### config.mk
export PLATFORM = sky130hd
export DESIGN_NAME = range_sample_qualifier
export DESIGN_NICKNAME = d
export VERILOG_FILES = /design/src/rtl/rsq_pkg.sv /design/src/rtl/range_sample_qualifier.sv
export SDC_FILE = /design/constraint.sdc
export NUM_CORES = 1
export LEC_CHECK = 0
export BUFFER_PORTS_ARGS = -buffer_cell sky130_fd_sc_hd__buf_2
export CORE_UTILIZATION = 65
export CTS_BUF_LIST = sky130_fd_sc_hd__clkbuf_16
export CTS_CLUSTER_SIZE = 30
export DETAILED_ROUTE_END_ITERATION = 10
export GPL_TIMING_DRIVEN = 0
export PLACE_DENSITY = 0.87
export REMOVE_ABC_BUFFERS = 1
export SLEW_MARGIN = 30
export SYNTH_ARGS = -nofsm -noshare
export SYNTH_HDL_FRONTEND = slang
export SYNTH_SLANG_ARGS = --single-unit
### constraint.sdc
create_clock -name i_clk -period 18.4 [get_ports i_clk]
set_clock_uncertainty 0.1 [all_clocks]
set_input_delay 3.68 -clock i_clk [delete_from_list [all_inputs] [get_ports i_clk]]
set_output_delay 3.68 -clock i_clk [all_outputs]
set_load 0.01 [all_outputs]
### src/rtl/rsq_pkg.sv
// shared types and constants for the range sample qualifier
package rsq_pkg;

    typedef enum logic [1:0] {
        MODE_SAMPLE  = 2'd0,
        MODE_BUS_ERR = 2'd1,
        MODE_UPDATE  = 2'd2,
        MODE_UNUSED  = 2'd3
    } t_mode;

    typedef enum logic [2:0] {
        HEALTH_NOT_CONNECTED = 3'd0,
        HEALTH_NO_DATA       = 3'd1,
        HEALTH_OUT_LOW       = 3'd2,
        HEALTH_OUT_HIGH      = 3'd3,
        HEALTH_GOOD          = 3'd4
    } t_health;

    // how the pending quality is formed at publish time
    typedef enum logic [1:0] {
        QSEL_UNKNOWN = 2'd0,
        QSEL_FULL    = 2'd1,
        QSEL_ZERO    = 2'd2,
        QSEL_SCALED  = 2'd3
    } t_qsel;

    typedef enum logic [1:0] {
        REG_MIN_DIST = 2'd0,
        REG_MAX_DIST = 2'd1,
        REG_TIMEOUT  = 2'd2,
        REG_NONE     = 2'd3
    } t_reg_idx;

    localparam int DIST_W    = 16;
    localparam int LIMIT_W   = 15;
    localparam int TIMEOUT_W = 16;
    localparam int QUAL_W    = 8;
    localparam int SIGMA_W   = 32;
    localparam int TIME_W    = 32;
    localparam int CODE_W    = 8;
    localparam int SPAN_W    = 22;   // sigma window width in raw units
    localparam int SCALE_W   = 13;   // 100*span >> 16, at most 4500
    localparam int RECIP_W   = 15;
    localparam int RECIP_SH  = 20;

    localparam logic [SIGMA_W-1:0] SIGMA_LOW_RAW  = 32'd327680;
    localparam logic [SIGMA_W-1:0] SIGMA_HIGH_RAW = 32'd3276800;
    // ceil(2^20 / 45): floor(y/45) for y up to 4500
    localparam logic [RECIP_W-1:0] RECIP_45       = 15'd23302;

    localparam logic [CODE_W-1:0] CODE_VALID_A = 8'd0;
    localparam logic [CODE_W-1:0] CODE_VALID_B = 8'd3;
    localparam logic [CODE_W-1:0] CODE_VALID_C = 8'd6;

    localparam logic [QUAL_W-1:0] QUAL_UNKNOWN = 8'hFF;
    localparam logic [QUAL_W-1:0] QUAL_FULL    = 8'd100;
    localparam logic [QUAL_W-1:0] QUAL_ZERO    = 8'd0;

    localparam logic [LIMIT_W-1:0]   MIN_DIST_RST = 15'd20;
    localparam logic [LIMIT_W-1:0]   MAX_DIST_RST = 15'd4000;
    localparam logic [TIMEOUT_W-1:0] TIMEOUT_RST  = 16'd500;

endpackage

### src/rtl/range_sample_qualifier.sv
// range sample qualifier: grades range samples and tracks sensor health
// One request is accepted per clock cycle when the result side keeps up.
// A request passes through an input register; an update request then loads
// its result into the result register. Sample and bus-error requests give
// no result and never wait on the result side; an update request waits in
// the input register only while a previous result sits stalled in the
// result register. The sigma to quality scaling is split across two
// registers: the 100x scaling happens when a sample is stored, the divide
// by 45 (reciprocal multiply) happens when it is published. The user must
// write registers over the APB port while idle; the block never enforces it.
module range_sample_qualifier (
    input  logic                         i_clk,
    input  logic                         i_rst_n,
    // configuration
    input  logic                         psel,
    input  logic                         penable,
    input  logic                         pwrite,
    input  logic [3:0]                   paddr,
    input  logic [31:0]                  pwdata,
    output logic [31:0]                  prdata,
    output logic                         pready,
    // sample channel
    input  logic                         i_in_valid,
    output logic                         o_in_stall,
    input  logic [1:0]                   i_mode,
    input  logic signed [15:0]           i_range_mm,
    input  logic [7:0]                   i_range_code,
    input  logic [31:0]                  i_sigma_raw,
    input  logic [31:0]                  i_now_ms,
    // result channel
    output logic                         o_out_valid,
    input  logic                         i_out_stall,
    output logic [2:0]                   o_health,
    output logic signed [15:0]           o_distance_mm,
    output logic signed [7:0]            o_quality_pct
);
    import rsq_pkg::*;

    // configuration registers
    logic [LIMIT_W-1:0]   r_min_dist;
    logic [LIMIT_W-1:0]   r_max_dist;
    logic [TIMEOUT_W-1:0] r_timeout;

    // input register
    logic                 r_in_vld;
    t_mode                r_in_mode;
    logic [DIST_W-1:0]    r_in_range;
    logic [CODE_W-1:0]    r_in_code;
    logic [SIGMA_W-1:0]   r_in_sigma;
    logic [TIME_W-1:0]    r_in_now;

    // pending sample
    logic [DIST_W-1:0]    r_pend_dist;
    t_qsel                r_pend_qsel;
    logic [SCALE_W-1:0]   r_pend_scale;
    logic [TIME_W-1:0]    r_pend_time;
    logic                 r_pend_valid;
    logic                 r_have_pend;
    logic                 r_bus_lost;

    // published state
    t_health              r_pub_health;
    logic [DIST_W-1:0]    r_pub_dist;
    logic [QUAL_W-1:0]    r_pub_qual;
    logic [TIME_W-1:0]    r_last_time;

    // result register
    logic                 r_out_vld;
    logic [2:0]           r_out_health;
    logic [DIST_W-1:0]    r_out_dist;
    logic [QUAL_W-1:0]    r_out_qual;

    logic                 cfg_wr;
    t_reg_idx             cfg_idx;
    logic                 out_free;
    logic                 proc_go;
    logic                 in_take;
    logic                 is_sample;
    logic                 is_bus_err;
    logic                 is_update;

    logic [SPAN_W-1:0]    sigma_span;
    logic [SPAN_W+6:0]    span_x100;
    t_qsel                n_pend_qsel;
    logic [SCALE_W-1:0]   n_pend_scale;
    logic                 code_ok;

    logic [SCALE_W+RECIP_W-1:0] scale_prod;
    logic [QUAL_W-1:0]    pend_qual;
    logic [TIME_W-1:0]    age;
    logic                 too_old;
    logic                 too_old_x2;
    logic                 below_min;
    logic                 above_max;
    t_health              n_pub_health;
    logic [DIST_W-1:0]    n_pub_dist;
    logic [QUAL_W-1:0]    n_pub_qual;
    logic [TIME_W-1:0]    n_last_time;

    // configuration port
    assign pready  = 1'b1;
    assign cfg_idx = t_reg_idx'(paddr[3:2]);
    assign cfg_wr  = psel && penable && pwrite;

    always_comb begin
        prdata = '0;
        unique case (cfg_idx)
            REG_MIN_DIST: prdata = {17'd0, r_min_dist};
            REG_MAX_DIST: prdata = {17'd0, r_max_dist};
            REG_TIMEOUT:  prdata = {16'd0, r_timeout};
            default:      prdata = '0;
        endcase
    end

    always_ff @(posedge i_clk) begin
        if (!i_rst_n) begin
            r_min_dist <= MIN_DIST_RST;
            r_max_dist <= MAX_DIST_RST;
            r_timeout  <= TIMEOUT_RST;
        end else if (cfg_wr) begin
            unique case (cfg_idx)
                REG_MIN_DIST: r_min_dist <= pwdata[LIMIT_W-1:0];
                REG_MAX_DIST: r_max_dist <= pwdata[LIMIT_W-1:0];
                REG_TIMEOUT:  r_timeout  <= pwdata[TIMEOUT_W-1:0];
                default: ;
            endcase
        end
    end

    // flow control
    assign out_free   = !r_out_vld || !i_out_stall;
    assign is_sample  = (r_in_mode == MODE_SAMPLE);
    assign is_bus_err = (r_in_mode == MODE_BUS_ERR);
    assign is_update  = (r_in_mode == MODE_UPDATE);
    assign proc_go    = r_in_vld && (!is_update || out_free);
    assign o_in_stall = r_in_vld && !proc_go;
    assign in_take    = i_in_valid && !o_in_stall;

    always_ff @(posedge i_clk) begin
        if (!i_rst_n) begin
            r_in_vld <= 1'b0;
        end else if (in_take) begin
            r_in_vld <= 1'b1;
        end else if (proc_go) begin
            r_in_vld <= 1'b0;
        end
    end

    always_ff @(posedge i_clk) begin
        if (in_take) begin
            r_in_mode  <= t_mode'(i_mode);
            r_in_range <= i_range_mm;
            r_in_code  <= i_range_code;
            r_in_sigma <= i_sigma_raw;
            r_in_now   <= i_now_ms;
        end
    end

    // sigma classification and first scaling step (100 * span >> 16)
    assign code_ok = (r_in_code == CODE_VALID_A) || (r_in_code == CODE_VALID_B)
                  || (r_in_code == CODE_VALID_C);
    assign sigma_span = SPAN_W'(SIGMA_HIGH_RAW - r_in_sigma);
    assign span_x100  = {sigma_span, 6'd0} + {1'b0, sigma_span, 5'd0}
                      + {4'd0, sigma_span, 2'd0};

    always_comb begin
        n_pend_scale = span_x100[SPAN_W+6:16];
        priority if (r_in_sigma == '0) begin
            n_pend_qsel = QSEL_UNKNOWN;
        end else if (r_in_sigma < SIGMA_LOW_RAW) begin
            n_pend_qsel = QSEL_FULL;
        end else if (r_in_sigma > SIGMA_HIGH_RAW) begin
            n_pend_qsel = QSEL_ZERO;
        end else begin
            n_pend_qsel = QSEL_SCALED;
        end
    end

    // publish path: divide the stored scale by 45
    assign scale_prod = r_pend_scale * RECIP_45;

    always_comb begin
        unique case (r_pend_qsel)
            QSEL_UNKNOWN: pend_qual = QUAL_UNKNOWN;
            QSEL_FULL:    pend_qual = QUAL_FULL;
            QSEL_ZERO:    pend_qual = QUAL_ZERO;
            QSEL_SCALED:  pend_qual = scale_prod[RECIP_SH+QUAL_W-1:RECIP_SH];
            default:      pend_qual = QUAL_ZERO;
        endcase
    end

    assign age        = r_in_now - r_last_time;
    assign too_old    = age > {16'd0, r_timeout};
    assign too_old_x2 = age > {15'd0, r_timeout, 1'b0};
    assign below_min  = $signed(r_pend_dist) < $signed({1'b0, r_min_dist});
    assign above_max  = $signed(r_pend_dist) > $signed({1'b0, r_max_dist});

    always_comb begin
        n_pub_health = r_pub_health;
        n_pub_dist   = r_pub_dist;
        n_pub_qual   = r_pub_qual;
        n_last_time  = r_last_time;
        if (r_have_pend) begin
            n_pub_dist  = r_pend_dist;
            n_last_time = r_pend_time;
            if (r_pend_valid) begin
                n_pub_qual = pend_qual;
                priority if (below_min) begin
                    n_pub_health = HEALTH_OUT_LOW;
                end else if (above_max) begin
                    n_pub_health = HEALTH_OUT_HIGH;
                end else begin
                    n_pub_health = HEALTH_GOOD;
                end
            end else begin
                n_pub_qual   = QUAL_ZERO;
                n_pub_health = HEALTH_NO_DATA;
            end
        end else if (r_bus_lost) begin
            n_pub_health = too_old_x2 ? HEALTH_NOT_CONNECTED : HEALTH_NO_DATA;
            n_pub_qual   = QUAL_ZERO;
        end else if (too_old) begin
            n_pub_health = HEALTH_NO_DATA;
            n_pub_qual   = QUAL_ZERO;
        end
    end

    // pending sample and link state
    always_ff @(posedge i_clk) begin
        if (!i_rst_n) begin
            r_have_pend  <= 1'b0;
            r_pend_valid <= 1'b0;
            r_bus_lost   <= 1'b0;
        end else if (proc_go) begin
            if (is_sample) begin
                r_have_pend  <= 1'b1;
                r_pend_valid <= code_ok;
                r_bus_lost   <= 1'b0;
            end else if (is_bus_err) begin
                r_bus_lost <= 1'b1;
            end else if (is_update) begin
                r_have_pend <= 1'b0;
            end
        end
    end

    always_ff @(posedge i_clk) begin
        if (proc_go && is_sample) begin
            r_pend_dist  <= r_in_range;
            r_pend_qsel  <= n_pend_qsel;
            r_pend_scale <= n_pend_scale;
            r_pend_time  <= r_in_now;
        end
    end

    // published state
    always_ff @(posedge i_clk) begin
        if (!i_rst_n) begin
            r_pub_health <= HEALTH_NO_DATA;
            r_pub_dist   <= '0;
            r_pub_qual   <= '0;
            r_last_time  <= '0;
        end else if (proc_go && is_update) begin
            r_pub_health <= n_pub_health;
            r_pub_dist   <= n_pub_dist;
            r_pub_qual   <= n_pub_qual;
            r_last_time  <= n_last_time;
        end
    end

    // result register
    always_ff @(posedge i_clk) begin
        if (!i_rst_n) begin
            r_out_vld <= 1'b0;
        end else if (proc_go && is_update) begin
            r_out_vld <= 1'b1;
        end else if (out_free) begin
            r_out_vld <= 1'b0;
        end
    end

    always_ff @(posedge i_clk) begin
        if (proc_go && is_update) begin
            r_out_health <= n_pub_health;
            r_out_dist   <= n_pub_dist;
            r_out_qual   <= n_pub_qual;
        end
    end

    assign o_out_valid   = r_out_vld;
    assign o_health      = r_out_health;
    assign o_distance_mm = r_out_dist;
    assign o_quality_pct = r_out_qual;

endmodule

==> run metrics <==
outcome=completed; final WL=39800 um; f_max=111 MHz; global-route wire length before repair=64600 um; Final Wtd Congestion=0.930; DRC Markers=0; most frequent cells in the layout=242 x nand2_1, 242 x inv_1, 203 x ha_1; VDD IR max=79.9 uV; Finished Layout Cells=2334; maxcap violations=0; clk_lat worst skew=0.56 ns; data arrival time of the worst path=5.20 ns; DR pass1 iterations=5; register area share after synthesis=41.7%; CTS Hold Buffers Added=0; reg2reg end=o_quality_pct[6]; crit path launch type=input port; Final nets=2328; vias in the first global route=13300; reg2reg path depth=19; CP Max Fanout=20; flops & latches, synth=290; GRT Total Usage=28.2%; vias=13300; Hold Path Depth=0; Crit path buffers/inverters=2; Fin. Hold Viols=0; Max Root-Sink Buffers=3; CTS root buf=clkbuf_16; Num CTS Buffers=31; Worst-Margin Slew=0.856 ns; post-CTS setup buffers=0; Crit. Startpoint=paddr[3]; crit-path max cell delay=0.66 ns; IO Port Bufs=159; initial detailed-routing violation count=915; initial antenna violation count=5; CP endpoint=prdata[14]; die height=169 um; Rel. slew slack=41.5%; Clock Sink Count=290; FF/Latch Area=7610 um^2; Avg Cell Area, Syn=10.2 um^2; cell row count=60; Filler cells=1850; predominant post-synthesis flop cell=edfxtp_1; crit-path cells=buf_2, nor2b_2, nand2_1, o21ai_0, buf_2; Syn Std Cell Area=18200 um^2; hold_sp=r_in_range[0]; layout cells sized above 1=13.5%; area of the multi-input gates=9530 um^2; Post-synth EDFFs=180; Die Wd=169 um; CP delay by family, top=simple AND/OR/NAND/NOR gates; final setup vio count=0; largest net degree at the start of global routing=61; Cell Pwr Density=86.2 nW/um^2; CTS tree=built; Detail Route Antenna Nets=0; cell leakage power=8.64 nW; setup TNS=0 ns; RSZ-0062 raised after global routing=no; Final min period=8.98 ns; post-synth top area cell=edfxtp_1; initial core utilization=66.9%; Max Transition Viols Final=0; critical path depth in cells=5; grt ovf=0; WL per Instance=17.0 um; Syn Inst Count=1781; Synth async-reset ratio=0%; I/O pins=195; DP HPWL=30500 um; Crit path required time=14.62 ns; Via density=5.68; r2r startpoint=r_pend_scale[2]; crit end category=output pin; die area=28700 um^2; critical path's slowest cell=nor2b_2; post-synth cell types=80; most used cell, CP=buf_2; share of Yosys cell area claimed by the top area cell type=29.6%; YS warnings=0; core box area=27300 um^2; Hold WC Path Type=flip-flop to flip-flop; post-cts sizing count=0; Area contributors post-synth=edfxtp_1 30%, ha_1 14%, dfxtp_1 12%; H-tree levels=1; Worst-path clk slew=0.06 ns; Tcrit/Tclk final=48.8%; reg-to-reg slack, setup=12.53 ns; WS Path Type=input port to output pin; area growth from synthesis to layout=12.6%; placed cell count=2272
through the flow:
stage	hold WS (ns)	util [%]	setup WS, ns	total power [mW]	area, um^2
6_report	0.317	75.3	9.42	1.77	20500
2_1_floorplan	0.300	-	9.89	1.05	18000
4_1_cts	0.321	75.3	9.46	1.78	20500
5_1_grt	0.321	75.3	9.38	1.87	20500
3_5_place_dp	0.307	71.6	9.52	1.17	19500
3_3_place_gp	0.301	70.6	7.90	1.15	19200
sequential cells by signal, summed over array words and instances, names as in the netlist, 13 cells and up:
register and cells:
o_distance_mm 16, r_pend_scale 13, r_pub_dist 16, r_min_dist 15, r_in_sigma 32, r_in_now 32
r_timeout 16, r_pend_dist 16, r_in_range 16, r_pend_time 32, r_last_time 32, r_max_dist 15
power breakdown:
| group | switching (mW) | internal (mW) | leakage [nW] |
|---|---|---|---|
| registers | 0.0135 | 0.715 | 2.59 |
| clock network | 0.252 | 0.356 | 0.534 |
| logic | 0.244 | 0.188 | 5.52 |
| total | 0.509 | 1.26 | 8.64 |
synthesized netlist by cell type, drive strengths merged, types with 25 or more instances:
master / count
nor2: 42
xor2: 28
nand3: 27
o21ai: 63
dfxtp: 110
o211ai: 25
mux2i: 34
clkbuf: 40
edfxtp: 180
fa: 59
a21o: 30
a21oi: 65
inv: 234
nand2: 244
buf: 26
xnor2: 30
a21boi: 68
nor2b: 33
ha: 203
final cells by class:
class / instances / area share (%)
clock buffers: 32 / 3.90
clock inverters: 25 / 0.982
flip-flops and latches: 290 / 37.1
repair buffers: 170 / 5.00
multi-input cells: 1206 / 46.4
diodes: 5 / 0.0610
well taps: 372 / 2.27
inverters: 234 / 4.29
worst reg2reg max path, stage by stage (launching register included):
cell	delay (ns)
edfxtp_1	0.47
inv_1	0.07
ha_1	0.27
inv_1	0.06
fa_1	0.45
fa_1	0.47
fa_1	0.50
inv_1	0.06
fa_1	0.53
inv_1	0.04
ha_1	0.28
nand2_1	0.07
a2111oi_0	0.77
o2111ai_1	0.21
nand2_1	0.17
a41oi_1	0.26
a21bo_2	0.30
mux2i_1	0.11
a31oi_1	0.26
nand2_1	0.15
how the worst min path moves through the flow:
stage / slack (ns) / end
global route: 0.32 / r_pend_dist[2]
floorplan: 0.30 / r_pend_dist[0]
CTS: 0.32 / r_pend_dist[2]
global placement: 0.30 / r_pend_dist[0]
finish: 0.32 / r_pend_dist[0]
detailed placement: 0.31 / r_pend_dist[2]
kinds of logic (layout without fill, tap and decap cells):
group / Yosys count / after routing / synth area share [%]
compound gates: 347 / 347 / 13.1
xor+xnor: 59 / 59 / 2.91
fa+ha+maj: 262 / 262 / 20.4
buf+inv: 300 / 461 / 6.57
flops: 290 / 290 / 41.7
mux: 53 / 53 / 3.04
other cells: 2 / 22 / 0.0412
simple gates: 468 / 468 / 12.2
layer usage:
layer	global-route usage [%]	wire length, um	vias to the layer above
met4	9.64	1110	0
met5	0	0	-
met3	2.96	1650	66
met2	49.1	19500	336
li1	-	-	6486
met1	36.8	17500	6372
Power figures use the tool's default switching activity.
